[src/rtl/core/psd_pkg.sv]
// Shared types and constants for the point-to-segment distance block.
package psd_pkg;

  localparam int MAX_DIM   = 16;
  localparam int CNT_W     = $clog2(MAX_DIM + 1);
  localparam int COORD_W   = 16;
  localparam int DIFF_W    = COORD_W + 1;
  localparam int PROD_W    = 2 * DIFF_W;
  localparam int ACC_W     = 40;
  localparam int DIST_W    = 27;
  localparam int QDEPTH    = 4;
  localparam int QPTR_W    = $clog2(QDEPTH);
  localparam int QCNT_W    = $clog2(QDEPTH + 1) + 1;
  localparam int FRAC_SH   = 16;
  localparam int NN_W      = 39;
  localparam int SQ_W      = 2 * NN_W;
  localparam int DIVD_W    = SQ_W + FRAC_SH;
  localparam int QUO_W     = 55;
  localparam int RAD_W     = 2 * DIST_W;
  localparam int SREM_W    = DIST_W + 1;
  localparam int MUL_STEPS  = NN_W;
  // The dividend's top bit is loaded straight into the remainder.
  localparam int DIV_STEPS  = DIVD_W - 1;
  localparam int SQRT_STEPS = DIST_W;
  localparam int STEP_W     = 7;

  typedef struct packed {
    logic signed [ACC_W-1:0] n;
    logic [ACC_W-1:0]        d;
    logic [ACC_W-1:0]        sa;
    logic [ACC_W-1:0]        sb;
    logic                    ovf;
  } psd_job_t;

endpackage

[src/rtl/core/psd_queue.sv]
// Small job queue between the accumulating front and the iterative back.
module psd_queue (
  input  logic               clk,
  input  logic               rst_n,
  input  logic               push,
  input  psd_pkg::psd_job_t  push_job,
  input  logic               pop,
  output logic               job_valid,
  output psd_pkg::psd_job_t  job,
  output logic [psd_pkg::QCNT_W-1:0] occ
);
  psd_pkg::psd_job_t mem_r [psd_pkg::QDEPTH];
  logic [psd_pkg::QPTR_W-1:0] wr_ptr_r, rd_ptr_r;
  logic [psd_pkg::QCNT_W-1:0] cnt_r;

  always_ff @(posedge clk) begin
    if (push) begin
      mem_r[wr_ptr_r] <= push_job;
    end
  end

  always_ff @(posedge clk) begin
    if (!rst_n) begin
      wr_ptr_r <= '0;
      rd_ptr_r <= '0;
      cnt_r    <= '0;
    end else begin
      if (push) wr_ptr_r <= wr_ptr_r + 1'b1;
      if (pop)  rd_ptr_r <= rd_ptr_r + 1'b1;
      case ({push, pop})
        2'b10:   cnt_r <= cnt_r + 1'b1;
        2'b01:   cnt_r <= cnt_r - 1'b1;
        default: cnt_r <= cnt_r;
      endcase
    end
  end

  assign job_valid = (cnt_r != '0);
  assign job       = mem_r[rd_ptr_r];
  assign occ       = cnt_r;
endmodule

[config.mk]
export PLATFORM = sky130hd
export DESIGN_NAME = psd_queue
export DESIGN_NICKNAME = d
export VERILOG_FILES = /design/src/rtl/core/psd_pkg.sv /design/src/rtl/core/psd_queue.sv
export SDC_FILE = /design/constraint.sdc
export NUM_CORES = 1
export LEC_CHECK = 0
export BUFFER_PORTS_ARGS = -buffer_cell sky130_fd_sc_hd__buf_2
export CAP_MARGIN = 40
export CORE_ASPECT_RATIO = 2
export CORE_MARGIN = 3
export CORE_UTILIZATION = 52
export CTS_BUF_LIST = sky130_fd_sc_hd__clkbuf_2
export CTS_CLUSTER_SIZE = 20
export DETAILED_ROUTE_END_ITERATION = 10
export PLACE_DENSITY = 0.87
export SLEW_MARGIN = 5
export SYNTH_ARGS = -nofsm -noshare
export SYNTH_HDL_FRONTEND = slang
export SYNTH_SLANG_ARGS = --single-unit
[constraint.sdc]
create_clock -name clk -period 4.5 [get_ports clk]
set_input_delay 0.675 -clock clk [delete_from_list [all_inputs] [get_ports clk]]
set_output_delay 0.675 -clock clk [all_outputs]
set_load 0.005 [all_outputs]
* Word-level counts from Yosys, hierarchy flattened *
Memories as Yosys holds them, arrays and structs flattened. A register that Yosys moved wholly into a read port is not among the register bits.
Index checks and enable logic that the tools add are counted.

cells by class
  add/subtract/negate cells = 4
  equality and inequality tests = 2
  muxes and demuxes = 5
  reduce and logical (&&, ||, !) cells = 2

operators with widths
  kind                 number
  $pmux 4 s2           1
  $add 2x1->2 const B  2
  $add 4x1->4 const B  1
  $mux 2               2
  $reduce_bool 4->1    1
  $sub 4x1->4 const B  1
  $eq 2x1->1 const B   1
  $eq 2x2->1 const B   1
  $mux 1               2
  $reduce_bool 2->1    1

storage, ports and cells
  register bits = 8
  memory bits (writable) = 644
  input port bits = 165
  output and inout bits = 166
  word-level logic and storage cells = 17
  memories kept = 1

memory list
  name   words  bits a word  read ports  clocked after Yosys merged registers in  write ports  RTL line         RTL
  mem_r  4      161          1           1                                        1            psd_queue.sv:12  psd_pkg::psd_job_t mem_r [psd_pkg::QDEPTH];

* Depth between registers and ports, before layout *
  depth after elaboration = 3
  mapped depth = 8
  mapped depth without buffers = 8

* Worst setup path after synthesis *
Ideal clock, no wire load.

  path kind = input to register
  start = input push
  end = memory mem_r[0][0] (netlist bit) (enable)
  setup time = 0.540 ns
  data arrival time = 4.343 ns
  data required time = 3.960 ns
  slack = -0.383 ns
  stages on the path = 1
  buffers on the path = 0
  cell sequence = and2_1

between the ends
  longest elaborated chain between the ends = 2

ends and longest elaborated chain
  what                          RTL line         RTL
  from (decl)                   psd_queue.sv:5   input logic push,
  $mux 1                        psd_queue.sv:17  if (push) begin
  $mux 1 (not written as such)  psd_queue.sv:18  mem_r[wr_ptr_r] <= push_job;
  to (decl)                     psd_queue.sv:12

Every way passes these cells.

==> flow_metrics.py <==
metrics = {
    "synthesis": {
        "yosysWarnings": 0,
        "synth.distinct_cells": 24,
        "synthCells": 896,
        "yosysSeqAreaShare_pct": 82.27,
        "synth.top_cell.area_share_pct": 81.42,
        "syn_nets": 1068,
        "ys_ff_latch": 654,
        "yosys.area.top_type": "edfxtp_1",
        "ys_top_cells_by_area": "edfxtp_1 (81%), mux4_2 (15%), dfxtp_1 (0.84%)",
        "postSynthAreaPerCell_sq_um": 26.51,
        "netlist_area_sq_um": 23750,
    },
    "worst_hold_path": {
        "hold_path_class": "input port to flop",
    },
    "pwr": {
        "p_clk_share_pct": 28.5,
        "switchingPower_w": 0.002928,
        "peakVddDrop_mv": 0.2606,
        "p_int_w": 0.008894,
        "pwr_density_cell_nw_per_um2": 405.4,
        "seqPwrFrac_pct": 59.9,
        "p_sw_share_pct": 24.77,
        "finalPower_w": 0.01182,
        "combPwrFrac_pct": 11.6,
        "p_leak_nw": 10.16,
    },
    "layout": {
        "fin_util_pct": 64.60,
        "final_common_cell": "edfxtp_1",
        "final_cell_mix": "edfxtp_1 (644), buf_2 (330), clkbuf_2 (193)",
        "drive_above_1_share_pct": 45.36,
        "area_growth_pct": 22.79,
        "nets": 1693,
        "final.fill_count": 2909,
    },
    "placement": {
        "finalWeightedCongestion": 0.7535,
        "port_buffers": 330,
        "place_ws_ns": 1.948,
        "dp_hpwl_microns": 30280,
    },
    "routing": {
        "met2RoutedLength_microns": 28800,
        "remaining_drc_errors": 0,
        "routed.top_layer": "met5",
        "wire_per_inst_microns": 24.32,
        "vias_per_cell": 5.596,
        "wl_met3_microns": 3490,
        "met1Wirelength_microns": 17780,
        "drt_iter0_drc": 849,
        "drtPass1Iterations": 5,
        "vias": 12250,
        "wirelength_microns": 53200,
        "drtAntennaViolNets": 0,
    },
    "clocking": {
        "cts_root_buf": "clkbuf_2",
        "cts_buffers": 137,
        "cts_resized": 0,
        "path_clk_slew_ns": 0.14,
        "tritoncts": "yes",
        "cts.path.max_buffers": 3,
        "clk_latency_ns": 1.09,
        "cts.sinks": 654,
        "cts_htree_levels": 4,
    },
    "timing": {
        "setup_viol": 0,
        "worst_pin_slew_ns": 0.6897,
        "rsz0062_at_grt": "no",
        "fin_crit_ns": 3.591,
        "slew_viol_final": 0,
        "fin_crit_sh_pct": 79.80,
        "clock_skew_ns": 0.05479,
        "setup_tns_ns": 0,
        "finalHoldViolCount": 0,
        "slew_headroom_pct": 54.02,
        "fmax_mhz": 278.5,
        "setup_ws_ns": 0.9092,
    },
    "critical_path": {
        "worstPathArrival_ns": 2.92,
        "crit_fanout": 28,
        "cp-end-kind": "output port",
        "startpoint_type": "flop",
        "cp.required_ns": 3.83,
        "reg2reg_slack_ns": 2.32,
        "criticalPathCategory": "flop to output port",
    },
    "grt": {
        "grt_pass1_wl_microns": 80050,
        "grt_max_degree": 92,
        "grt_overflow_total": 0,
        "gr-usage-all-layers_pct": 22.38,
        "first_global_vias": 13520,
        "antenna_found_initial": 15,
    },
    "outcome": {
        "status": "finished clean",
    },
    "run": {
        "maxCapViolCount": 0,
    },
    "floorplanning": {
        "top_level_ports": 331,
        "dieArea_sq_um": 48430,
        "fp.dieW_microns": 157.1,
        "core_area_sq_um": 45140,
        "fp-row-count": 110,
        "die_h_microns": 308.2,
        "initial_core_util_pct": 52.61,
    },
}
cell families (layout without fill, tap and decap cells):
| group | after synthesis | count (layout) | synth area share (%) |
|---|---|---|---|
| AND/OR/NAND/NOR | 20 | 20 | 0.5374 |
| flip-flops | 654 | 654 | 82.27 |
| other | 0 | 12 | 0 |
| buffers and inverters | 39 | 759 | 1.059 |
| adder cells (fa/ha/maj) | 7 | 7 | 0.3688 |
| XOR/XNOR | 6 | 6 | 0.2213 |
| AO/OA/AOI/OAI | 6 | 6 | 0.1528 |
| multiplexers | 164 | 164 | 15.39 |
sequential cells by signal, summed over array words and instances, names as in the netlist, named ones only:
name	cells
wr_ptr_r	2
rd_ptr_r	2
occ	4
mem_r	644
worst max-delay path, cell delays in order (launching register included):
cell,delay [ns]
dfxtp_4,0.55
buf_16,0.27
buf_4,0.30
mux4_2,0.57
buf_2,0.17
path summary, 6_finish.rpt:
kind                  from       endpoint  cells after the start
min          push_job[153]  mem_r[3][153]                      2
max reg2reg    wr_ptr_r[0]  mem_r[2][117]                      4
max                   flop       job[149]                      4
min reg2reg         occ[3]         occ[3]                      2
through the flow:
stage                     hold WS (ns)  cells  area, sq um
after global placement          0.4635   1773        26220
after detailed placement        0.4846   1777        26320
after global routing            0.2042   2184        29150
after CTS                       0.1708   2176        29130
final                           0.3546   2188        29160
after floorplan                 0.4661    896        23760
power groups by stage:
| stage | Clock [W] | Combinational, W | Sequential (W) |
|---|---|---|---|
| after floorplan | 0 | 0.000668 | 0.00719 |
| after global placement | 0 | 0.00117 | 0.00722 |
| after detailed placement | 0 | 0.00124 | 0.00722 |
| after CTS | 0.00344 | 0.00137 | 0.00708 |
| after global routing | 0.00375 | 0.00146 | 0.00711 |
| final | 0.00337 | 0.00137 | 0.00708 |
repair_timing:
item / 4_1_cts / 5_1_grt
hold endpoints to repair: 654 / 0
setup endpoints to repair: 0 / 0
hold buffers: 165 / 0
setup buffers: 0 / 0
metal layers:
metal / track usage (%) / vias up
met3: 5.630 / 166
met4: 13.47 / 8
met5: 0 / -
met2: 37.86 / 618
li1: - / 5215
met1: 25.49 / 6238
final cells by class:
type | count | area [sq um] | area share, %
antenna | 12 | 30.03 | 0.1030
tap | 560 | 700.7 | 2.403
inverter | 3 | 11.26 | 0.03861
clock inverter | 41 | 197.7 | 0.6779
timing repair buffer | 522 | 3741 | 12.83
multi-input combinational | 203 | 3970 | 13.61
sequential | 654 | 19550 | 67.02
clock buffer | 193 | 965.9 | 3.312
synth_stat cells:
| library cell | number |
|---|---|
| a211o_1 | 1 |
| buf_6 | 11 |
| mux4_2 | 161 |
| xnor2_1 | 2 |
| edfxtp_1 | 644 |
| ha_1 | 7 |
| a21oi_1 | 3 |
| nand2_1 | 2 |
| mux2i_1 | 3 |
| or4_1 | 1 |
| nand2b_1 | 2 |
| a21boi_0 | 1 |
| buf_2 | 18 |
| or3_1 | 1 |
| clkbuf_1 | 7 |
| inv_1 | 3 |
| nand3b_1 | 1 |
| dfxtp_1 | 10 |
| and2_1 | 9 |
| nor2b_1 | 2 |
| o21ai_0 | 1 |
| nor3b_1 | 1 |
| xor2_1 | 4 |
| nor4bb_1 | 1 |
Power figures use the tool's default switching activity.
