`src/rtl/core/psd_pkg.sv`:
```
// Shared types and constants for the point-to-segment distance block.
package psd_pkg;

  localparam int MAX_DIM   = 16;
  localparam int CNT_W     = $clog2(MAX_DIM + 1);
  localparam int COORD_W   = 16;
  localparam int DIFF_W    = COORD_W + 1;
  localparam int PROD_W    = 2 * DIFF_W;
  localparam int ACC_W     = 40;
  localparam int DIST_W    = 27;
  localparam int QDEPTH    = 4;
  localparam int QPTR_W    = $clog2(QDEPTH);
  localparam int QCNT_W    = $clog2(QDEPTH + 1) + 1;
  localparam int FRAC_SH   = 16;
  localparam int NN_W      = 39;
  localparam int SQ_W      = 2 * NN_W;
  localparam int DIVD_W    = SQ_W + FRAC_SH;
  localparam int QUO_W     = 55;
  localparam int RAD_W     = 2 * DIST_W;
  localparam int SREM_W    = DIST_W + 1;
  localparam int MUL_STEPS  = NN_W;
  // The dividend's top bit is loaded straight into the remainder.
  localparam int DIV_STEPS  = DIVD_W - 1;
  localparam int SQRT_STEPS = DIST_W;
  localparam int STEP_W     = 7;

  typedef struct packed {
    logic signed [ACC_W-1:0] n;
    logic [ACC_W-1:0]        d;
    logic [ACC_W-1:0]        sa;
    logic [ACC_W-1:0]        sb;
    logic                    ovf;
  } psd_job_t;

endpackage

```
`src/rtl/core/psd_ifs.sv`:
```
// Handshake channel interfaces for coordinate items and distance results.
interface psd_in_if;
  logic                                  valid;
  logic                                  ready;
  logic signed [psd_pkg::COORD_W-1:0]    point_coord;
  logic signed [psd_pkg::COORD_W-1:0]    start_coord;
  logic signed [psd_pkg::COORD_W-1:0]    end_coord;
  logic                                  last;
  modport source (output valid, point_coord, start_coord, end_coord, last, input ready);
  modport sink   (input valid, point_coord, start_coord, end_coord, last, output ready);
endinterface


```
`src/rtl/core/psd_front.sv`:
```
// Front end: takes coordinate items, forms products and accumulates the four sums.
module psd_front (
  input  logic               clk,
  input  logic               rst_n,
  psd_in_if.sink             in_ch,
  input  logic [psd_pkg::QCNT_W-1:0] q_occ,
  output logic               push,
  output psd_pkg::psd_job_t  push_job
);
  logic [psd_pkg::CNT_W-1:0] count_r;
  logic ovf_r;
  logic take, full;

  logic s1_v_r, s1_en_r, s1_last_r, s1_ovf_r;
  logic signed [psd_pkg::DIFF_W-1:0] s1_m_r, s1_xa_r, s1_bx_r;

  logic s2_v_r, s2_last_r, s2_ovf_r;
  logic signed [psd_pkg::PROD_W-1:0] s2_n_r, s2_d_r, s2_a_r, s2_b_r;

  logic signed [psd_pkg::ACC_W-1:0] acc_n_r, sum_n;
  logic [psd_pkg::ACC_W-1:0] acc_d_r, acc_a_r, acc_b_r, sum_d, sum_a, sum_b;
  logic [psd_pkg::QCNT_W-1:0] pending;

  // Every last item in flight must find a free queue slot.
  assign pending = q_occ + psd_pkg::QCNT_W'(s1_v_r & s1_last_r)
                         + psd_pkg::QCNT_W'(s2_v_r & s2_last_r);
  assign in_ch.ready = (pending < psd_pkg::QCNT_W'(psd_pkg::QDEPTH));
  assign take = in_ch.valid & in_ch.ready;
  assign full = (count_r >= psd_pkg::CNT_W'(psd_pkg::MAX_DIM));

  assign sum_n = acc_n_r + psd_pkg::ACC_W'(s2_n_r);
  assign sum_d = acc_d_r + psd_pkg::ACC_W'(s2_d_r);
  assign sum_a = acc_a_r + psd_pkg::ACC_W'(s2_a_r);
  assign sum_b = acc_b_r + psd_pkg::ACC_W'(s2_b_r);

  assign push = s2_v_r & s2_last_r;
  always_comb begin
    push_job.n   = sum_n;
    push_job.d   = sum_d;
    push_job.sa  = sum_a;
    push_job.sb  = sum_b;
    push_job.ovf = s2_ovf_r;
  end

  always_ff @(posedge clk) begin
    if (take) begin
      s1_m_r    <= psd_pkg::DIFF_W'(in_ch.end_coord) - psd_pkg::DIFF_W'(in_ch.start_coord);
      s1_xa_r   <= psd_pkg::DIFF_W'(in_ch.point_coord) - psd_pkg::DIFF_W'(in_ch.start_coord);
      s1_bx_r   <= psd_pkg::DIFF_W'(in_ch.end_coord) - psd_pkg::DIFF_W'(in_ch.point_coord);
      s1_en_r   <= !full;
      s1_last_r <= in_ch.last;
      s1_ovf_r  <= ovf_r | full;
    end
    if (s1_v_r) begin
      // The zero is signed so that the products stay signed.
      s2_n_r    <= s1_en_r ? s1_m_r * s1_xa_r : $signed(psd_pkg::PROD_W'(0));
      s2_d_r    <= s1_en_r ? s1_m_r * s1_m_r : $signed(psd_pkg::PROD_W'(0));
      s2_a_r    <= s1_en_r ? s1_xa_r * s1_xa_r : $signed(psd_pkg::PROD_W'(0));
      s2_b_r    <= s1_en_r ? s1_bx_r * s1_bx_r : $signed(psd_pkg::PROD_W'(0));
      s2_last_r <= s1_last_r;
      s2_ovf_r  <= s1_ovf_r;
    end
  end

  always_ff @(posedge clk) begin
    if (!rst_n) begin
      count_r <= '0;
      ovf_r   <= 1'b0;
      s1_v_r  <= 1'b0;
      s2_v_r  <= 1'b0;
      acc_n_r <= '0;
      acc_d_r <= '0;
      acc_a_r <= '0;
      acc_b_r <= '0;
    end else begin
      s1_v_r <= take;
      s2_v_r <= s1_v_r;
      if (take) begin
        if (in_ch.last) begin
          count_r <= '0;
          ovf_r   <= 1'b0;
        end else if (full) begin
          ovf_r <= 1'b1;
        end else begin
          count_r <= count_r + 1'b1;
        end
      end
      if (s2_v_r) begin
        if (s2_last_r) begin
          acc_n_r <= '0;
          acc_d_r <= '0;
          acc_a_r <= '0;
          acc_b_r <= '0;
        end else begin
          acc_n_r <= sum_n;
          acc_d_r <= sum_d;
          acc_a_r <= sum_a;
          acc_b_r <= sum_b;
        end
      end
    end
  end
endmodule

```
`src/flat_wrapper.sv`:
```
// flat-port wrapper written by rule: the top's interface ports become plain ports
module psd_front_flat 
  (clk, rst_n, q_occ, push, push_job, in_ch_valid, in_ch_point_coord, in_ch_start_coord, in_ch_end_coord, in_ch_last, in_ch_ready);
  psd_in_if in_ch_i ();
  input  logic clk;
  input  logic rst_n;
  input  logic [psd_pkg::QCNT_W-1:0] q_occ;
  output logic push;
  output psd_pkg::psd_job_t push_job;
  input wire logic [$bits(in_ch_i.valid)-1:0] in_ch_valid;
  input wire logic [$bits(in_ch_i.point_coord)-1:0] in_ch_point_coord;
  input wire logic [$bits(in_ch_i.start_coord)-1:0] in_ch_start_coord;
  input wire logic [$bits(in_ch_i.end_coord)-1:0] in_ch_end_coord;
  input wire logic [$bits(in_ch_i.last)-1:0] in_ch_last;
  output wire logic [$bits(in_ch_i.ready)-1:0] in_ch_ready;
  assign in_ch_i.valid = in_ch_valid;
  assign in_ch_i.point_coord = in_ch_point_coord;
  assign in_ch_i.start_coord = in_ch_start_coord;
  assign in_ch_i.end_coord = in_ch_end_coord;
  assign in_ch_i.last = in_ch_last;
  assign in_ch_ready = in_ch_i.ready;
  psd_front u_core (.clk(clk), .rst_n(rst_n), .in_ch(in_ch_i), .q_occ(q_occ), .push(push), .push_job(push_job));
endmodule
```
`config.mk`:
```
export PLATFORM = sky130hd
export DESIGN_NAME = psd_front_flat
export DESIGN_NICKNAME = d
export VERILOG_FILES = /design/src/rtl/core/psd_pkg.sv /design/src/rtl/core/psd_ifs.sv /design/src/rtl/core/psd_front.sv /design/src/flat_wrapper.sv
export SDC_FILE = /design/constraint.sdc
export NUM_CORES = 2
export LEC_CHECK = 0
export ABC_AREA = 1
export BUFFER_PORTS_ARGS = -buffer_cell sky130_fd_sc_hd__buf_2
export CAP_MARGIN = 5
export CORE_AREA = 3 3 379 381
export DETAILED_ROUTE_END_ITERATION = 10
export DIE_AREA = 0 0 382 384
export PLACE_DENSITY = 0.66
export SKIP_CTS_REPAIR_TIMING = 1
export SLEW_MARGIN = 20
export SYNTH_ARGS = -nofsm -noshare
export SYNTH_HDL_FRONTEND = slang
export SYNTH_SLANG_ARGS = --single-unit
```
`constraint.sdc`:
```
create_clock -name clk -period 8.2 [get_ports clk]
set_clock_uncertainty 0.15 [all_clocks]
set_input_delay 1.23 -clock clk [delete_from_list [all_inputs] [get_ports clk]]
set_output_delay 1.23 -clock clk [all_outputs]
set_load 0.01 [all_outputs]
```
Word-level counts from Yosys, hierarchy flattened

Cells that the tools add are included.

Word-level logic and storage cells: 54
Register bits after elaboration: 360
Output and inout bits: 163
Bits of input ports: 56

Reductions and logical operators: 4
Equal/unequal tests: 1
$add $sub $neg: 10
Bitwise gates (word level): 5
Multiply operators: 4
Order comparisons: 2
Muxes and demuxes: 8

Operators with widths:

| operator                                                   | count |
|---|---|
| 2-to-1 mux 40 bit                                          | 4 |
| multiplier 17 x 17 -> 34 bit                               | 4 |
| adder 40 bit                                               | 3 |
| subtractor 16 x 16 -> 17 bit                               | 3 |
| adder 40 x 34 -> 40 bit                                    | 1 |
| 2-to-1 mux 5 bit                                           | 2 |
| adder 4 bit                                                | 2 |
| adder 5 x 1 -> 5 bit, second input constant                | 1 |
| >= comparator 5 bit, second input constant                 | 1 |
| bitwise AND 1 bit                                          | 4 |
| less-than comparator 4 x 3 -> 1 bit, second input constant | 1 |
| AND reduction 2 bit                                        | 2 |
| 2-to-1 mux 1 bit                                           | 2 |
| != test 2 bit, second input constant                       | 1 |
| nonzero test 2 bit                                         | 1 |
| logical NOT 1 bit                                          | 1 |
| OR 1 bit                                                   | 1 |

Logic depth before layout (Yosys ltp)

Depth in word-level cells: 6
Mapped depth: 28
Mapped depth without buffers: 26

Worst setup path after synthesis

No wires, ideal clock.

Path kind: reg-to-reg
Start: register u_core.s1_v_r
End: register u_core.count_r[0] in the netlist's numbering
Library setup time: 0.116 ns
Period minus slack after synthesis: 6.249 ns
Stages on the path, launching flop included: 13
Setup slack: 1.951 ns
Arrival: 5.983 ns
Buffers on the path: 0
Data required time: 7.934 ns
Cell sequence: dfxtp_1 > nand2_1 > inv_1 > ha_1 > inv_1 > o21bai_1 > a211o_1 > nand2_1 > nand2_1 > inv_1 > nand2_1 > a21oi_1 > nor2_1

Word-level cells in the longest chain between the ends: 6

Ends and longest elaborated chain:

| item                                | RTL line           | text |
|---|---|---|
| start, declared                     | psd_front.sv:14    | `logic s1_v_r, s1_en_r, s1_last_r, s1_ovf_r;` |
| start signal, assigned              | psd_front.sv:76    | `s1_v_r <= take;` |
| bitwise AND 1 bit                   | psd_front.sv:25    | `assign pending = q_occ + psd_pkg::QCNT_W'(s1_v_r & s1_last_r)` |
| adder 4 bit                         | psd_front.sv:25    |  |
| adder 4 bit                         | psd_front.sv:26    | `+ psd_pkg::QCNT_W'(s2_v_r & s2_last_r);` |
| less-than comparator 4 x 3 -> 1 bit | psd_front.sv:27    | `assign in_ch.ready = (pending < psd_pkg::QCNT_W'(psd_pkg::QDEPTH));` |
| net in_ch_ready                     | flat_wrapper.sv:15 | `output wire logic [$bits(in_ch_i.ready)-1:0] in_ch_ready;` |
| bitwise AND 1 bit                   | psd_front.sv:28    | `assign take = in_ch.valid & in_ch.ready;` |
| net u_core.take                     | psd_front.sv:12    | `logic take, full;` |
| AND reduction 2 bit (no line)       | -                  |  |
| end signal, assigned                | psd_front.sv:85    | `count_r <= count_r + 1'b1;` |
| end, declared                       | psd_front.sv:10    | `logic [psd_pkg::CNT_W-1:0] count_r;` |

The timed path passes the listed nets, and every way through them passes these cells.
A chain may end at the register's enable or synchronous reset.

Final worst setup path

Start: register u_core.s1_xa_r[5] in the netlist's numbering
End: register u_core.s2_a_r[24] in the netlist's numbering, data pin

Word-level cells in the longest chain between the ends: 1

Ends and longest elaborated chain:

| item                         | RTL line        | text |
|---|---|---|
| start, declared              | psd_front.sv:15 | `logic signed [psd_pkg::DIFF_W-1:0] s1_m_r, s1_xa_r, s1_bx_r;` |
| start signal, assigned       | psd_front.sv:48 | `s1_xa_r <= psd_pkg::DIFF_W'(in_ch.point_coord) - psd_pkg::DIFF_W'(in_ch.start_coord);` |
| multiplier 17 x 17 -> 34 bit | psd_front.sv:58 | `s2_a_r <= s1_en_r ? s1_xa_r * s1_xa_r : $signed(psd_pkg::PROD_W'(0));` |
| end signal, assigned         | psd_front.sv:58 |  |
| end, declared                | psd_front.sv:18 | `logic signed [psd_pkg::PROD_W-1:0] s2_n_r, s2_d_r, s2_a_r, s2_b_r;` |

No other way between the ends.

==> metrics.cfg <==
[status]
outcome=completed

[global_routing]
grtUsageTotal_pct=28.4
grt_pass1_vias=60000
grt_pass1_wl_mm=331
grt_max_degree=142
grt-ovfl-total=0
antenna_found_initial=11

[die]
dieArea_mm2=0.147
num_rows=138
core_mm2=0.141
die_h_um=384
fp.dieW_um=382
ioPinCount=219
initial_core_util_pct=49.7

[placement]
routabilityCongestion=0.984
port_buffers=218
dp.cells=11400
dp_hpwl_mm=171
place_area_mm2=0.0731

[worst_setup_path]
cpLargestDelayFamily=adder cells
worstSetupPathType=flip-flop to flip-flop
crit_required_ns=8.42
worst_ep_arrival_time_ns=7.28
endpoint_kind=flip-flop
start_kind=flip-flop
cp_max_fo=19
critPathMaxStageDelay_ns=1.07
cpMostUsedCell=fa_1
cp_slowest_cell=edfxtp_1
cp_num_buf_inv=6

[detailed_routing]
ant_nets=0
wire_per_inst_um=17.9
vias=58900
first_pass_iters=9
drt-total-wl_mm=206
drc=0
via_per_inst=5.12
first_iter_violations=4725

[synthesis]
yosys_warnings=0
ys_ff_latch=357
synthFlopType=edfxtp_1
synth_area_mm2=0.0701
synth_edf_count=189
ys_types=53
syn_inst=9470
ys_seq_area_share_pct=12.9
avgSynthCellArea_um2=7.40
synth_async_sr_flop_share_pct=0
synth_fp_nets=11200

[finish]
layout_common_cells=nand2_1, inv_1, fa_1
final_common_cell=nand2_1
nNetsFinal=11300
drive_above_1_share_pct=5.62
stdcell_area_mm2=0.0747
area_growth_syn_to_layout_pct=6.65
final_cells=11500

[cts]
htreeDepth=2
clock-sinks=357
path_clk_slew_ns=0.07
numCtsBuffers=48
clock-root-buffer=clkbuf_16
clk_latency_ns=0.64
cts_tree=built
cts_max_path_buffers=3

[min_path]
hold_class=flip-flop to flip-flop

[sta]
hold_violations=0
tightestPinTransition_ns=1.09
rsz0062_at_grt=false
finalCriticalPeriod_ns=7.06
slew_headroom_pct=27.2
fin_tns_setup_ns=0
fmax_mhz=142
setup_violations=0
finalMaxSlewViolations=0
period_share_pct=86.1

[flow_run]
maxCapViolCount=0

## final cells by class
class / count / area (um2)
clock inverter: 25 / 240
inverter: 2429 / 9120
antenna: 2 / 5.00
sequential: 357 / 9040
multi-input combinational: 6441 / 50900
timing repair buffer: 281 / 1600
tap: 1890 / 2360
clock buffer: 64 / 1400
fill: 13800 / 66200
## synth_stat cells, drive strengths merged, types with 13 or more instances
master | count | area share (%)
a21o | 30 | 0.32
a21oi | 544 | 3.9
and2 | 92 | 0.82
buf | 25 | 0.16
clkbuf | 218 | 1.2
dfxtp | 168 | 4.8
edfxtp | 189 | 8.1
fa | 1099 | 31
ha | 565 | 10
inv | 2428 | 13
nand2 | 2587 | 14
nand3 | 273 | 2.0
nand3b | 60 | 0.65
nand4 | 70 | 0.63
nor2 | 560 | 3.1
nor3 | 58 | 0.49
o211ai | 13 | 0.15
o21a | 30 | 0.32
o21ai | 168 | 1.2
o21bai | 44 | 0.47
or2 | 28 | 0.25
xnor2 | 52 | 0.67
xor2 | 125 | 1.6
## path summary, 6_finish.rpt
kind / from / to / slack, ns / depth (start not counted)
worst max-delay path: u_core.s1_xa_r[5] / u_core.s2_a_r[24] / 1.14 / 25
worst min-delay path: u_core.ovf_r / u_core.ovf_r / 0.31 / 2
worst max register to register: u_core.s1_xa_r[5] / u_core.s2_a_r[24] / 1.14 / 25
worst min register to register: u_core.ovf_r / u_core.ovf_r / 0.31 / 2
## per-layer routing
metal	global-route usage, %	vias to the layer above	share of wire (%)
li1	-	28400	-
met1	41.9	28500	47
met2	45.1	1731	44
met3	3.13	273	6.4
met4	6.58	2	2.5
met5	0	-	0.0058
## flip-flops by register name, indices dropped and copies added, names as in the netlist, 5 cells and up
register	cells
u_core.s1_bx_r	17
u_core.acc_d_r	40
u_core.s2_n_r	34
u_core.s2_d_r	33
u_core.acc_n_r	40
u_core.s2_b_r	33
u_core.acc_b_r	40
u_core.s1_xa_r	17
u_core.s2_a_r	33
u_core.acc_a_r	40
u_core.count_r	5
u_core.s1_m_r	17
## kinds of logic (layout without fill, tap and decap cells)
group / Yosys count / in the layout / synth area share (%)
AND/OR/NAND/NOR: 3745 / 3745 / 22.2
buffers and inverters: 2672 / 2799 / 14.4
adder cells (fa/ha/maj): 1664 / 1664 / 41.5
AO/OA/AOI/OAI: 855 / 855 / 6.68
flip-flops: 357 / 357 / 12.9
XOR/XNOR: 177 / 177 / 2.32
other: 0 / 2 / 0
## worst min-delay path: stages, from the launching register on
cell	delay, ns
dfxtp_1	0.29
inv_1	0.06
a21oi_1	0.06
## stage by stage
step                      setup WS (ns)  util (%)  hold slack (ns)
after CTS                          1.27      53.0            0.310
after floorplan                    1.95         -            0.250
after detailed placement           1.34      51.9            0.301
after global placement             1.24      51.8            0.300
final                              1.14      53.0            0.310
after global routing              0.843      53.0            0.326
Power is not shown: default switching activity piles up to over one toggle a cycle in this logic, so the estimate is an artifact.
