File: src/rtl/core/psd_pkg.sv
// Shared types and constants for the point-to-segment distance block.
package psd_pkg;

  localparam int MAX_DIM   = 16;
  localparam int CNT_W     = $clog2(MAX_DIM + 1);
  localparam int COORD_W   = 16;
  localparam int DIFF_W    = COORD_W + 1;
  localparam int PROD_W    = 2 * DIFF_W;
  localparam int ACC_W     = 40;
  localparam int DIST_W    = 27;
  localparam int QDEPTH    = 4;
  localparam int QPTR_W    = $clog2(QDEPTH);
  localparam int QCNT_W    = $clog2(QDEPTH + 1) + 1;
  localparam int FRAC_SH   = 16;
  localparam int NN_W      = 39;
  localparam int SQ_W      = 2 * NN_W;
  localparam int DIVD_W    = SQ_W + FRAC_SH;
  localparam int QUO_W     = 55;
  localparam int RAD_W     = 2 * DIST_W;
  localparam int SREM_W    = DIST_W + 1;
  localparam int MUL_STEPS  = NN_W;
  // The dividend's top bit is loaded straight into the remainder.
  localparam int DIV_STEPS  = DIVD_W - 1;
  localparam int SQRT_STEPS = DIST_W;
  localparam int STEP_W     = 7;

  typedef struct packed {
    logic signed [ACC_W-1:0] n;
    logic [ACC_W-1:0]        d;
    logic [ACC_W-1:0]        sa;
    logic [ACC_W-1:0]        sb;
    logic                    ovf;
  } psd_job_t;

endpackage

File: src/rtl/core/psd_ifs.sv


interface psd_out_if;
  logic                          valid;
  logic                          ready;
  logic [psd_pkg::DIST_W-1:0]    distance;
  logic                          on_segment;
  logic                          too_many;
  modport source (output valid, distance, on_segment, too_many, input ready);
  modport sink   (input valid, distance, on_segment, too_many, output ready);
endinterface

File: src/rtl/core/psd_back.sv
// Back end: iterative square, division and square root producing one distance per job.
module psd_back (
  input  logic               clk,
  input  logic               rst_n,
  input  logic               job_valid,
  input  psd_pkg::psd_job_t  job,
  output logic               pop,
  psd_out_if.source          out_ch
);
  typedef enum logic [2:0] {S_IDLE, S_MUL, S_DIV, S_FIX, S_SQRT, S_DONE} state_t;
  state_t state_r;

  logic [psd_pkg::STEP_W-1:0] step_r;
  logic [psd_pkg::NN_W-1:0]   nn_r;
  logic [psd_pkg::ACC_W-1:0]  d_r, sa_r;
  logic [psd_pkg::SQ_W-1:0]   prod_r;
  logic [psd_pkg::DIVD_W-1:0] dv_r;
  logic [psd_pkg::NN_W-1:0]   rem_r;
  logic [psd_pkg::QUO_W-1:0]  quo_r;
  logic [psd_pkg::RAD_W-1:0]  rad_r;
  logic [psd_pkg::SREM_W-1:0] srem_r;
  logic [psd_pkg::DIST_W-1:0] root_r;
  logic onseg_r, ovf_r, out_valid_r;

  logic job_onseg;
  logic [psd_pkg::ACC_W-1:0]   min_ab;
  logic [psd_pkg::NN_W:0]      msum;
  logic [psd_pkg::NN_W:0]      dtrial;
  logic [psd_pkg::QUO_W:0]     sub, base;
  logic [psd_pkg::SREM_W+1:0]  rm, strial;

  assign job_onseg = (job.d != '0) && !job.n[psd_pkg::ACC_W-1] &&
                     ($unsigned(job.n) <= job.d);
  assign min_ab = (job.sa < job.sb) ? job.sa : job.sb;

  // Shift-add multiplier step (multiplier in the low half of prod_r).
  assign msum = {1'b0, prod_r[psd_pkg::SQ_W-1:psd_pkg::NN_W]} +
                (prod_r[0] ? {1'b0, nn_r} : '0);
  // Restoring division step.
  assign dtrial = {rem_r, dv_r[psd_pkg::DIVD_W-1]};
  // Ceiling of the quotient, subtracted from the scaled start distance.
  assign sub  = {1'b0, quo_r} + psd_pkg::QUO_W'(rem_r != '0);
  assign base = (psd_pkg::QUO_W+1)'({sa_r, {psd_pkg::FRAC_SH{1'b0}}});
  // Digit-by-digit square root step.
  assign rm     = {srem_r, rad_r[psd_pkg::RAD_W-1 -: 2]};
  assign strial = {1'b0, root_r, 2'b01};

  assign pop = (state_r == S_IDLE) && job_valid;

  always_ff @(posedge clk) begin
    if (!rst_n) begin
      state_r     <= S_IDLE;
      out_valid_r <= 1'b0;
    end else begin
      case (state_r)
        S_IDLE: begin
          if (job_valid) begin
            onseg_r <= job_onseg;
            ovf_r   <= job.ovf;
            d_r     <= job.d;
            sa_r    <= job.sa;
            // Off the segment nn_r must not look like the radicand marker.
            nn_r    <= job_onseg ? job.n[psd_pkg::NN_W-1:0] : '0;
            prod_r  <= psd_pkg::SQ_W'(job.n[psd_pkg::NN_W-1:0]);
            rad_r   <= psd_pkg::RAD_W'({min_ab, {psd_pkg::FRAC_SH{1'b0}}});
            srem_r  <= '0;
            root_r  <= '0;
            if (job_onseg) begin
              step_r  <= psd_pkg::STEP_W'(psd_pkg::MUL_STEPS - 1);
              state_r <= S_MUL;
            end else begin
              step_r  <= psd_pkg::STEP_W'(psd_pkg::SQRT_STEPS - 1);
              state_r <= S_SQRT;
            end
          end
        end
        S_MUL: begin
          prod_r <= {msum, prod_r[psd_pkg::NN_W-1:1]};
          if (step_r == '0) begin
            step_r  <= psd_pkg::STEP_W'(psd_pkg::DIV_STEPS - 1);
            rem_r   <= '0;
            quo_r   <= '0;
            state_r <= S_DIV;
          end else begin
            step_r <= step_r - 1'b1;
          end
        end
        S_DIV: begin
          if (step_r == psd_pkg::STEP_W'(psd_pkg::DIV_STEPS - 1)) begin
            dv_r <= {prod_r[psd_pkg::SQ_W-2:0], {psd_pkg::FRAC_SH{1'b0}}, 1'b0};
            rem_r <= psd_pkg::NN_W'(prod_r[psd_pkg::SQ_W-1]);
          end else begin
            dv_r <= {dv_r[psd_pkg::DIVD_W-2:0], 1'b0};
            if (dtrial >= d_r[psd_pkg::NN_W:0]) begin
              rem_r <= psd_pkg::NN_W'(dtrial - d_r[psd_pkg::NN_W:0]);
              quo_r <= {quo_r[psd_pkg::QUO_W-2:0], 1'b1};
            end else begin
              rem_r <= dtrial[psd_pkg::NN_W-1:0];
              quo_r <= {quo_r[psd_pkg::QUO_W-2:0], 1'b0};
            end
          end
          if (step_r == '0) begin
            state_r <= S_FIX;
          end else begin
            step_r <= step_r - 1'b1;
          end
        end
        S_FIX: begin
          // Last quotient bit, taken from the bit still waiting in dv_r.
          if (dtrial >= d_r[psd_pkg::NN_W:0]) begin
            rem_r <= psd_pkg::NN_W'(dtrial - d_r[psd_pkg::NN_W:0]);
            quo_r <= {quo_r[psd_pkg::QUO_W-2:0], 1'b1};
          end else begin
            rem_r <= dtrial[psd_pkg::NN_W-1:0];
            quo_r <= {quo_r[psd_pkg::QUO_W-2:0], 1'b0};
          end
          out_valid_r <= 1'b0;
          step_r  <= psd_pkg::STEP_W'(psd_pkg::SQRT_STEPS - 1);
          state_r <= S_SQRT;
          rad_r   <= '0;
          onseg_r <= 1'b1;
          ovf_r   <= ovf_r;
          sa_r    <= sa_r;
          root_r  <= '0;
          srem_r  <= '0;
          nn_r    <= '1;
        end
        S_SQRT: begin
          if (nn_r == '1) begin
            // First cycle after the division: form the radicand.
            nn_r  <= '0;
            rad_r <= (base >= sub) ? psd_pkg::RAD_W'(base - sub) : '0;
          end else begin
            rad_r <= {rad_r[psd_pkg::RAD_W-3:0], 2'b00};
            if (rm >= strial) begin
              srem_r <= psd_pkg::SREM_W'(rm - strial);
              root_r <= {root_r[psd_pkg::DIST_W-2:0], 1'b1};
            end else begin
              srem_r <= rm[psd_pkg::SREM_W-1:0];
              root_r <= {root_r[psd_pkg::DIST_W-2:0], 1'b0};
            end
            if (step_r == '0) begin
              out_valid_r <= 1'b1;
              state_r     <= S_DONE;
            end else begin
              step_r <= step_r - 1'b1;
            end
          end
        end
        S_DONE: begin
          if (out_ch.ready) begin
            out_valid_r <= 1'b0;
            state_r     <= S_IDLE;
          end
        end
        default: state_r <= S_IDLE;
      endcase
    end
  end

  assign out_ch.valid      = out_valid_r;
  assign out_ch.distance   = root_r;
  assign out_ch.on_segment = onseg_r;
  assign out_ch.too_many   = ovf_r;
endmodule

File: src/flat_wrapper.sv
// flat-port wrapper written by rule: the top's interface ports become plain ports
module psd_back_flat 
  (clk, rst_n, job_valid, job, pop, out_ch_valid, out_ch_distance, out_ch_on_segment, out_ch_too_many, out_ch_ready);
  psd_out_if out_ch_i ();
  input  logic clk;
  input  logic rst_n;
  input  logic job_valid;
  input  psd_pkg::psd_job_t job;
  output logic pop;
  output wire logic [$bits(out_ch_i.valid)-1:0] out_ch_valid;
  output wire logic [$bits(out_ch_i.distance)-1:0] out_ch_distance;
  output wire logic [$bits(out_ch_i.on_segment)-1:0] out_ch_on_segment;
  output wire logic [$bits(out_ch_i.too_many)-1:0] out_ch_too_many;
  input wire logic [$bits(out_ch_i.ready)-1:0] out_ch_ready;
  assign out_ch_valid = out_ch_i.valid;
  assign out_ch_distance = out_ch_i.distance;
  assign out_ch_on_segment = out_ch_i.on_segment;
  assign out_ch_too_many = out_ch_i.too_many;
  assign out_ch_i.ready = out_ch_ready;
  psd_back u_core (.clk(clk), .rst_n(rst_n), .job_valid(job_valid), .job(job), .pop(pop), .out_ch(out_ch_i));
endmodule
File: config.mk
export PLATFORM = sky130hd
export DESIGN_NAME = psd_back_flat
export DESIGN_NICKNAME = d
export VERILOG_FILES = /design/src/rtl/core/psd_pkg.sv /design/src/rtl/core/psd_ifs.sv /design/src/rtl/core/psd_back.sv /design/src/flat_wrapper.sv
export SDC_FILE = /design/constraint.sdc
export NUM_CORES = 1
export LEC_CHECK = 0
export BUFFER_PORTS_ARGS = -buffer_cell sky130_fd_sc_hd__buf_2
export CELL_PAD_IN_SITES_DETAIL_PLACEMENT = 0
export CELL_PAD_IN_SITES_GLOBAL_PLACEMENT = 1
export CORE_ASPECT_RATIO = 0.8
export CORE_UTILIZATION = 30
export CTS_BUF_LIST = sky130_fd_sc_hd__clkbuf_8
export CTS_CLUSTER_SIZE = 30
export DETAILED_ROUTE_END_ITERATION = 8
export PLACE_DENSITY_LB_ADDON = 0.05
export SLEW_MARGIN = 20
export SYNTH_ARGS = -nofsm -noshare
export SYNTH_HDL_FRONTEND = slang
export SYNTH_SLANG_ARGS = --single-unit
File: constraint.sdc
create_clock -name clk -period 15.77 [get_ports clk]
set_input_delay 3.154 -clock clk [delete_from_list [all_inputs] [get_ports clk]]
set_output_delay 3.154 -clock clk [all_outputs]
set_load 0.1 [all_outputs]
* Word level (Yosys, flattened, before mapping)
Index checks and enable logic that the tools add are counted.
** Storage, ports and cells
- Flip-flop bits (word level) :: 507
- Word-level logic and storage cells :: 117
- Bits of input ports :: 165
** Cells by class
- Reduce and logical (&&, ||, !) cells :: 26
- Eq/ne operators :: 15
- Magnitude comparators :: 5
- Add/subtract/negate cells :: 6
- Mux-type cells :: 49
** Operators with widths (count)
- $mux 39 :: 7
- $pmux 39 s3 :: 2
- $pmux 55 s3 :: 1
- $mux 54 :: 3
- $pmux 54 s3 :: 1
- $pmux 78 s2 :: 1
- $mux 55 :: 2
- $mux 94 :: 1
- $mux 28 :: 3
- $pmux 28 s3 :: 1
- $pmux 27 s3 :: 1
- $mux 78 :: 1
- $add 55x1->56 :: 1
- $ge 56x56->1 :: 1
- $mux 27 :: 2
- $sub 54x54->54 :: 1
- $add 39x40->40 :: 1
- $ge 40x40->1 :: 1
- $le 40x40->1 :: 1
- $lt 40x40->1 :: 1
- $reduce_bool 40->1 :: 1
- $eq 39x39->1 const B :: 1
- $reduce_bool 39->1 :: 1
- $sub 39x39->39 :: 1
- other kinds (29) :: 64

* Longest topological paths before layout
Gate-level depths: netlist (run 1).
- Word-level depth :: 6
- Depth in mapped cells :: 27
- Depth with buffers taken out :: 25

* Worst setup path after synthesis (run 1)
Ideal clock, no wire load.
- Path kind :: input to output
- Start point :: input port job_valid
- End point :: output port pop
- Stages on the path :: 2
- Path buffers :: 0
- Required time :: 12.616 ns
- Path slack :: 7.234 ns
- Arrival time :: 5.382 ns
- Cells stage by stage :: nand2_1 > nor3_1
** Between the ends
- Word-level cells in the longest chain between the ends :: 1
** RTL lines
- start: declaration :: line flat_wrapper.sv:7 : input logic job_valid;
- $logic_and 1x1->1 :: line psd_back.sv:48 : assign pop = (state_r == S_IDLE) && job_valid;
- end: declaration :: line flat_wrapper.sv:9 : output logic pop;
Every way passes these cells.

* Final worst setup path (run 1)
Ends and elaborated chain as after synthesis.

==> results of run 1 <==
## layout make-up
type	count	area [sq um]	area share, %
diodes	5	12.5	0.0348
clock buffers	94	1290	3.60
clock inverters	65	365	1.02
inverters	200	751	2.09
multi-input cells	2287	15900	44.2
flip-flops and latches	490	14700	40.8
well taps	1404	1760	4.88
repair buffers	226	1230	3.43
## worst register-to-register path: cells and delay by family, from the launching register on
| kind | cells | cell delay, ps |
|---|---|---|
| DFF | 1 | 390 |
| xor gates and xnor gates | 1 | 180 |
| buffers and inverters | 1 | 480 |
| adders and majority gates | 2 | 620 |
| AOI/OAI and AO/OA | 9 | 1940 |
| and+or+nand+nor | 11 | 3300 |
## layout by cell type (no fill, tap or decap), drive strengths merged, types with 10 or more instances in the layout
cell    synthesis  routed
a21o          133     133
mux2i          67      67
nor4           39      39
nand2         303     303
nor3           54      54
and4           12      12
nor2b          27      27
inv           200     237
and3           75      75
nand4          63      63
or3            14      14
mux2           76      76
or4            10      10
or2            11      11
edfxtp        486     486
nand3          73      73
o221ai         39      39
nand2b         25      25
nor2          249     249
o21a           28      28
o211ai         22      22
a211oi         26      26
o31ai          16      16
clkinv          0      25
a21oi         178     178
o21ai         133     133
xor2           83      83
ha            231     231
buf            28     226
a211o          13      13
o21bai         12      12
xnor2          98      98
a31oi          20      20
clkbuf         95      94
and2           57      57
## layer usage
| metal | track usage (%) | part of all wire, % | up-vias |
|---|---|---|---|
| met1 | 26.5 | 51 | 11700 |
| met5 | 0 | 0.12 | - |
| met4 | 4.48 | 2.0 | 22 |
| met2 | 26.5 | 42 | 514 |
| li1 | - | - | 11900 |
| met3 | 4.20 | 5.3 | 139 |
## how the worst min path moves through the flow
stage | from | to | cells past startpoint
finish | u_core.prod_r[13]$_DFFE_PP_ | u_core.prod_r[12]$_DFFE_PP_ | 2
detailed placement | u_core.rad_r[11]$_DFFE_PP_ | u_core.rad_r[13]$_DFFE_PP_ | 2
global route | u_core.prod_r[13]$_DFFE_PP_ | u_core.prod_r[12]$_DFFE_PP_ | 2
CTS | u_core.prod_r[13]$_DFFE_PP_ | u_core.prod_r[12]$_DFFE_PP_ | 2
global placement | u_core.rad_r[11]$_DFFE_PP_ | u_core.rad_r[13]$_DFFE_PP_ | 2
floorplan | u_core.dv_r[56]$_DFFE_PP_ | u_core.dv_r[57]$_DFFE_PP_ | 2
## power by group through the flow
stage | combinational (mW) | sequential [mW] | clock (mW)
after floorplan | 0.933 | 1.81 | 0
after global placement | 1.39 | 1.74 | 0
after detailed placement | 1.40 | 1.74 | 0
after CTS | 1.40 | 1.71 | 1.26
after global routing | 1.55 | 1.73 | 1.30
final | 1.39 | 1.71 | 1.20
## logic make-up (layout without fill, tap and decap cells)
family | count (synthesis) | after routing | synth area share, %
flops | 490 | 490 | 46.3
other cells | 0 | 5 | 0
fa+ha+maj | 233 | 233 | 9.25
buf+inv | 323 | 585 | 3.94
simple gates | 1028 | 1028 | 15.8
mux | 143 | 143 | 4.82
xor+xnor | 181 | 181 | 5.00
compound gates | 702 | 702 | 14.9
## registers in the layout, indices dropped and copies added, names as in the netlist, 27 cells and up
| signal | cells |
|---|---|
| u_core.dv_r | 77 |
| u_core.out_ch.distance | 27 |
| u_core.srem_r | 28 |
| u_core.quo_r | 55 |
| u_core.rem_r | 39 |
| u_core.d_r | 40 |
| u_core.prod_r | 78 |
| u_core.nn_r | 39 |
| u_core.sa_r | 40 |
| u_core.rad_r | 54 |
## per-stage QoR
step | util, % | total power, mW | setup WS, ps | hold WS, ps
after floorplan | - | 2.74 | 7230 | 496
after global placement | 32.7 | 3.13 | 8350 | 507
after detailed placement | 32.8 | 3.13 | 8220 | 510
after CTS | 34.4 | 4.38 | 8220 | 512
after global routing | 34.4 | 4.58 | 8020 | 541
final | 34.4 | 4.30 | 8210 | 509
==> metrics, run 1 <==
DRT iter0 DRCs 1,448; critical path class primary input to output pin; Top delay family on crit path buffers and inverters; most used cell, CP buf_2; top-count cell post-synth edfxtp_1; sw power 1.57 mW; pwr dens 120 nW/um^2; CP endpoint pop; Sw Ratio 36.5%; Post-synth top cells edfxtp_1, nand2_1, nor2_1; register share of total power 39.8%; I/O pins 196; placed cell areas 34,300 sq um; Arrival @ worst endpoint 4410 ps; synth warn 0; Die Ht 293 um; first-pass GRT wire length 149 mm; setup tns final 0 ps; synthesized area per cell 10.2 sq um; Synth Net Count 3,498; Slew @ Worst Pin 960 ps; CP Launch Type primary input; DP Wirelength 70.9 mm; start point of the critical path job_valid; buffers and inverters on the worst path 2; worst-path cell chain buf_2 > nand2_1 > nor3_1 > buf_2; largest net degree at the start of global routing 69; layout cells sized above 1 14.0%; main flop type after synthesis edfxtp_1; WP depth 4; cts hold-fix bufs 0; WL final 97.7 mm; CTS root buf clkbuf_8; Final Hold Viols 0; Fill cells 10,700; Distinct cells, synth 83; Final Cycle Share 48.0%; worst-case vdd ir drop 0.0605 mV; top post-synthesis cells by area edfxtp_1, ha_1, nand2_1; worst-path maximum fanout 4; Pins Over Slew Limit 0; Worst Setup End Kind output pin; die extent in x 365 um; number of synthesized register bits 490; CTS tree done; initial antenna violation count 20; r2r endpoint u_core.rad_r[42]$_DFFE_PP_; Yosys top cell area share 46.0%; drt first pass iters 5; GP Congestion 0.852; Leak 14.9 nW; R2R Setup Slk 8580 ps; FF-to-FF path depth 24; detailed-route via count 24,300; post-route cell area 36,000 sq um; CP peak stage delay 600 ps; Inst Count DP 4,607; Slew headroom 35.4%; Final Setup Violations 0; Clk Latency, worst-skew pair 750 ps; post-CTS sizing 0; grt ovf 0; status completed; fin crit period 7560 ps; Max Fclk 0.132 GHz; CTS H-Tree Depth 3; RSZ-0062 raised after global routing false; gr usage total 18.1%; Initial Util 30.3%; P_int 2.73 mW; path type of the worst min-delay path register to register; CORE AREA 105,000 sq um; critical path data required time 12,620 ps; clock sinks 490; mean routed wirelength per cell 20.5 um; ys async rst share 0%; vias in the first global route 24,300; total CTS buffers 93; Slowest cell on crit path buf_2; Port-buffer cells 195; FP Rows 106; Syn Inst Count 3,100; drt drc 0; largest area contributor in the netlist edfxtp_1; Post-CTS Setup Bufs 0; final std cells w/o fill 4,771; Comb power frac 32.3%; via density per instance 5.09; Clk network pwr share 27.9%; remaining antenna violation count 0; Seq/Total Area, Yosys 46.3%; area grow syn2layout 13.5%; full die area 107,000 sq um; CTS clk-pin slew, worst paths 70 ps; final setup skew 43.6 ps; maxcap violations 0; CTS max path bufs 3; Mapped Area 31,700 sq um; Final #Nets 3,696; Post-synth EDFFs 486; FF-to-FF Start u_core.rem_r[23]$_DFFE_PP_
No activity file was read; power rests on OpenSTA's default activity.
==> run 2, diff against run 1 <==
- ABC_AREA: unset -> 1
- clock period: 15.77 -> 7.2 ns (I/O delays scaled with it)
==> metrics, run 2 <==
Pins Over Slew Limit 0 (unchanged); number of synthesized register bits 490 (unchanged); Initial Util 30.5% (was 30.3%); setup tns final 0 ps (unchanged); Final Cycle Share 81.4%; vias in the first global route 29,000 (was 24,300); critical path data required time 7810 ps (was 12,620 ps); Final Hold Viols 0 (unchanged); mean routed wirelength per cell 21.0 um (was 20.5 um); RSZ-0062 raised after global routing false (unchanged); FF-to-FF Start u_core.rem_r[8]$_DFFE_PP_ (was u_core.rem_r[23]$_DFFE_PP_); ys async rst share 0% (unchanged); Seq/Total Area, Yosys 43.3% (was 46.3%); drt first pass iters 5 (unchanged); worst path setup slack after routing 1340 ps (was 8210 ps); maxcap violations 0 (unchanged); gr usage total 22.2% (was 18.1%); area grow syn2layout 13.2% (was 13.5%); Clk Latency, worst-skew pair 780 ps (was 750 ps); Post-synth top cells nand2_1, inv_1, edfxtp_1 (was edfxtp_1, nand2_1, nor2_1); Post-synth EDFFs 486 (unchanged); Slew @ Worst Pin 948 ps (was 960 ps); commonest cells after routing, fill and taps aside nand2_1, inv_1, edfxtp_1 (was edfxtp_1, nand2_1, nor2_1); Slew headroom 36.4% (was 35.4%); CP Launch Type register (was primary input); total CTS buffers 91 (was 93); Leak 16.7 nW (was 14.9 nW); critical path class register to register (was primary input to output pin); top post-synthesis cells by area edfxtp_1, nand2_1, ha_1 (was edfxtp_1, ha_1, nand2_1); CTS H-Tree Depth 3 (unchanged); Mapped Area 33,900 sq um (was 31,700 sq um); remaining antenna violation count 0 (unchanged); main flop type after synthesis edfxtp_1 (unchanged); final setup skew 49.9 ps (was 43.6 ps); GR Util met1 34.4% (was 26.5%); Final #Nets 4,899 (was 3,696); start point of the critical path u_core.rem_r[8]$_DFFE_PP_ (was job_valid); routing usage on met2 30.4% (was 26.5%); DP Wirelength 102 mm (was 70.9 mm); Port-buffer cells 195 (unchanged); largest net degree at the start of global routing 79 (was 69); Syn Inst Count 4,281 (was 3,100); CTS tree done (unchanged); detailed-route via count 29,900 (was 24,300); first-pass GRT wire length 189 mm (was 149 mm); status completed (unchanged); min-delay src u_core.out_ch.valid$_SDFFE_PN0P_ (was u_core.prod_r[13]$_DFFE_PP_); worst-path maximum fanout 18 (was 4); CTS max path bufs 3 (unchanged); layout cells sized above 1 8.72% (was 14.0%); fin crit period 5860 ps; worst-case vdd ir drop 0.191 mV (was 0.0605 mV); drt drc 0 (unchanged); Top reg by flops u_core.prod_r (unchanged); cts hold-fix bufs 0 (unchanged); commonest non-fill, non-tap cell in the layout nand2_1 (was edfxtp_1); full die area 114,000 sq um (was 107,000 sq um); Final Setup Violations 0 (unchanged); CTS clk-pin slew, worst paths 60 ps (was 70 ps); M3 GR Usage 5.12% (was 4.20%); die extent in x 378 um (was 365 um); Worst Setup End Kind register (was output pin); CTS root buf clkbuf_8 (unchanged); synth warn 0 (unchanged); WL final 128 mm (was 97.7 mm); largest area contributor in the netlist edfxtp_1 (unchanged); post-CTS sizing 0 (unchanged); Synth Net Count 4,679 (was 3,498); Post-CTS Setup Bufs 0 (unchanged); initial antenna violation count 20 (unchanged); grt ovf 0 (unchanged); global route hottest layer met1 (was met2); I/O pins 196 (unchanged); Distinct cells, synth 50 (was 83); Yosys top cell area share 43.1% (was 46.0%); Die Ht 303 um (was 293 um); DRT iter0 DRCs 2,403 (was 1,448); top-count cell post-synth nand2_1 (was edfxtp_1); clock sinks 490 (unchanged); synthesized area per cell 7.91 sq um (was 10.2 sq um); Max Fclk 0.171 GHz; pwr dens 342 nW/um^2 (was 120 nW/um^2); max reg flops 78 (unchanged); Placement Setup Slack 1400 ps (was 8220 ps); via density per instance 4.92 (was 5.09); Largest regs u_core.prod_r (78), u_core.dv_r (77), u_core.quo_r (55) (unchanged); CORE AREA 111,000 sq um (was 105,000 sq um); FP Rows 109 (was 106); Arrival @ worst endpoint 6470 ps (was 4410 ps); path type of the worst min-delay path register to register (unchanged); GP Congestion 0.948 (was 0.852)
==> run 2: cell count changes in the layout (fill, tap and decap cells not counted), moves of 32 or more <==
cell	delta
xnor2_1	-65
nand2_1	+651
and3_1	-71
mux2_2	-76
nand4_1	+32
o21ai_0	+218
inv_1	+429
a21oi_1	+160
o221ai_1	-33
nand3_1	+155
a21o_1	-114
nor2_1	+191
mux2i_1	-67
and2_1	-55
==> run 2: power by group <==
part	internal, mW	switching (mW)	leakage, nW
Clock	1.23	1.32	0.942
Sequential	4.12	0.400	4.59
Combinational	1.70	4.35	11.1
==> run 2: metal layers <==
metal,vias up,wire (um)
li1,14900,-
met1,14000,66000
met2,740,50600
met3,142,8210
met4,14,2680
met5,-,220
==> run 2: worst max-delay path, stage by stage, from the launching register on <==
cell and delay, ps:
edfxtp_1 420, or4_1 570, nor4_1 430, nand4_1 230, ha_1 280, ha_1 240, nand3_1 170, nor2_4 90
nand3_1 170, nor2_1 130, xor2_1 190, ha_1 400, nand2_1 140, o21ai_0 570, a21oi_1 270, nand2_2 240
nand2_2 90, a21oi_4 470, buf_4 350, nand3_1 130, nand3_1 100
==> run 2: cell type report <==
cell class              instances  area [sq um]
diodes                          2          5.00
clock buffers                  96          1320
clock inverters                71           307
fillers                     12100         72800
inverters                     635          2380
multi-input cells            3053         16600
flip-flops and latches        490         14700
well taps                    1498          1870
repair buffers                230          1240
==> run 2: final timing paths <==
path,depth (start not counted),slack (ps),endpoint
max,20,1340,u_core.rad_r[51]$_DFFE_PP_
min,2,480,u_core.out_ch.valid$_SDFFE_PN0P_
max reg2reg,20,1340,u_core.rad_r[51]$_DFFE_PP_
min reg2reg,2,480,u_core.out_ch.valid$_SDFFE_PN0P_
==> run 2: cell families after synthesis <==
kind of cell	share of synthesized area, %
adder cells (fa/ha/maj)	8.65
flip-flops	43.3
AO/OA/AOI/OAI	13.0
buffers and inverters	8.26
AND/OR/NAND/NOR	23.5
XOR/XNOR	3.23
==> run 2: through the flow <==
stage / utilization [%] / power [mW] / hold slack [ps] / cell area [sq um] / cells
global placement: 33.0 / 10.7 / 451 / 36700 / 5906
CTS: 34.5 / 13.3 / 474 / 38400 / 6073
global route: 34.5 / 14.1 / 503 / 38400 / 6075
floorplan: - / 8.65 / 487 / 33900 / 4281
finish: 34.5 / 13.1 / 476 / 38400 / 6075
detailed placement: 33.0 / 10.6 / 463 / 36700 / 5906
==> run 3, diff against run 2 <==
- clock period: 7.2 -> 5.15 ns (I/O delays scaled with it)
==> metrics, run 3 (synthesis results as in run 2) <==
status completed (unchanged); pwr dens 478 nW/um^2 (was 342 nW/um^2); max reg flops 78 (unchanged); drt first pass iters 6 (was 5); CTS H-Tree Depth 3 (unchanged); Port-buffer cells 195 (unchanged); final std cells w/o fill 6,228 (was 6,075); RSZ-0062 raised after global routing true (was false); Multi-input gate area 16,800 sq um (was 16,600 sq um); worst-path maximum fanout 13 (was 18); largest net degree at the start of global routing 79 (unchanged); via density per instance 4.92 (about the same); Inst Count DP 6,052 (was 5,906); Slew headroom 39.1% (was 36.4%); worst hold path stage count 1 (was 2); FF-to-FF path depth 27 (was 20); Max Fclk 0.200 GHz (was 0.171 GHz); gr usage total 22.7% (was 22.2%); GP Congestion 0.931 (was 0.948); die extent in x 378 um (unchanged); critical path data required time 5780 ps (was 7810 ps); register area 14,700 sq um (unchanged); CORE AREA 111,000 sq um (unchanged); commonest cells after routing, fill and taps aside nand2_1, inv_1, edfxtp_1 (unchanged); Final Hold Viols 0 (unchanged); area grow syn2layout 17.8% (was 13.2%); CP Launch Type register (unchanged); full die area 114,000 sq um (unchanged); CTS clk-pin slew, worst paths 60 ps (about the same); Arrival @ worst endpoint 5620 ps (was 6470 ps); Initial Util 30.5% (unchanged); worst-case vdd ir drop 0.241 mV (was 0.191 mV); Leak 17.5 nW (was 16.7 nW); cts hold-fix bufs 0 (unchanged); min-delay src job[0] (was u_core.out_ch.valid$_SDFFE_PN0P_); final setup skew 59.2 ps (was 49.9 ps); first-pass GRT wire length 193 mm (was 189 mm); r2r endpoint u_core.rad_r[32]$_DFFE_PP_ (was u_core.rad_r[51]$_DFFE_PP_); drt drc 0 (unchanged); Top reg by flops u_core.prod_r (unchanged); maxcap violations 0 (unchanged); initial antenna violation count 17 (was 20); CTS root buf clkbuf_8 (unchanged); Final Cycle Share 97.0% (was 81.4%); grt ovf 0 (unchanged); commonest non-fill, non-tap cell in the layout nand2_1 (unchanged); mean routed wirelength per cell 20.9 um (was 21.0 um); fin crit period 5000 ps (was 5860 ps); R2R Setup Slk 150 ps (was 1340 ps); worst path setup slack after routing 154 ps (was 1340 ps); Worst Setup End Kind register (unchanged); Clk Latency, worst-skew pair 820 ps (was 780 ps); Slew @ Worst Pin 904 ps (was 948 ps); critical path class register to register (unchanged); CTS tree done (unchanged); Pins Over Slew Limit 0 (unchanged); total power 19.1 mW (was 13.1 mW); vias in the first global route 29,800 (was 29,000); Die Ht 303 um (unchanged); FP Rows 109 (unchanged); clock sinks 490 (unchanged); Largest regs u_core.prod_r (78), u_core.dv_r (77), u_core.quo_r (55) (unchanged); Placement Setup Slack -328 ps (was 1400 ps); FF-to-FF Start u_core.rem_r[16]$_DFFE_PP_ (was u_core.rem_r[8]$_DFFE_PP_); Fill cells 12,000 (was 12,100); detailed-route via count 30,600 (was 29,900); WL final 130 mm (was 128 mm); I/O pins 196 (unchanged); remaining antenna violation count 0 (unchanged); Final Setup Violations 0 (unchanged); layout cells sized above 1 12.9% (was 8.72%); CTS max path bufs 3 (unchanged); DRT iter0 DRCs 2,453 (was 2,403); WHS Endpoint u_core.out_ch.too_many$_DFFE_PP_ (was u_core.out_ch.valid$_SDFFE_PN0P_); DP Wirelength 104 mm (was 102 mm); path type of the worst min-delay path primary input to register (was register to register); Final #Nets 5,059 (was 4,899); total CTS buffers 93 (was 91)
run 3: cell types whose count changed in the layout (fill, tap and decap cells not counted), sizes merged:
cell      before  now
clkinvlp       5    2
inv          667  660
clkinv        34   36
bufinv         0    4
clkbuf        96   93
diode          2    4
buf          230  388
run 3: worst max path at each step:
stage / from / endpoint / slack (ps) / cells after the start
3_3_place_gp: u_core.rem_r[8]$_DFFE_PP_ / u_core.rad_r[31]$_DFFE_PP_ / -250 / 21
2_1_floorplan: rst_n / u_core.d_r[0]$_DFFE_PP_ / -20 / 2
5_1_grt: u_core.rem_r[29]$_DFFE_PP_ / u_core.rad_r[34]$_DFFE_PP_ / -60 / 28
3_5_place_dp: u_core.rem_r[8]$_DFFE_PP_ / u_core.rad_r[10]$_DFFE_PP_ / -330 / 27
4_1_cts: u_core.rem_r[8]$_DFFE_PP_ / u_core.rad_r[14]$_DFFE_PP_ / 10 / 27
6_report: u_core.rem_r[16]$_DFFE_PP_ / u_core.rad_r[32]$_DFFE_PP_ / 150 / 27
run 3: repair_timing:
item | CTS | global route
gates resized for setup | 11 | 53
pin swaps | 4 | 21
setup endpoints to repair | 54 | 54
setup buffers | 1 | 11
cloned | 0 | 0
run 3: power breakdown:
group / switching, mW / internal, mW / total (mW)
clock: 1.91 / 1.89 / 3.80
combinational: 6.25 / 2.72 / 8.98
sequential: 0.537 / 5.75 / 6.29
run 3: per-stage QoR:
stage	hold WS, ps	util, %	area, sq um	TNS [ps]
5_1_grt	312	35.9	39900	-510
4_1_cts	297	35.7	39700	0
3_3_place_gp	454	34.1	37900	-7920
3_5_place_dp	461	34.1	37900	-13950
2_1_floorplan	487	-	33900	-1730
6_report	391	35.9	39900	0
run 3: cell type report:
cell class              count  area share, %
inverters                 635           5.98
repair buffers            388           6.27
flip-flops and latches    490           36.8
clock inverters            67           1.09
well taps                1498           4.69
multi-input cells        3053           42.0
clock buffers              93           3.21
diodes                      4         0.0251
run 3: worst max-delay path: stages, from the launching register on:
cell,delay (ps)
edfxtp_1,420
or4_4,580
nor4_4,310
nand4_1,210
ha_2,260
nand2_2,120
nor2_8,40
nand2_2,120
nor2_4,60
inv_2,90
nor3_4,50
nand2_2,110
nor3_4,80
nand2_2,150
buf_4,140
nor4_2,30
xor2_1,160
ha_1,370
nand2_2,100
nor3_4,210
nand2_2,120
nor4_4,310
nand2_2,100
a21oi_4,200
buf_12,190
buf_12,150
nand3_1,80
nand3_1,70
run 3: layer usage:
metal	track usage (%)	vias up	wire (um)
li1	-	15300	-
met1	36.0	14500	69800
met2	32.0	711	51700
met3	3.79	140	6850
met4	4.25	10	1960
met5	0	-	43
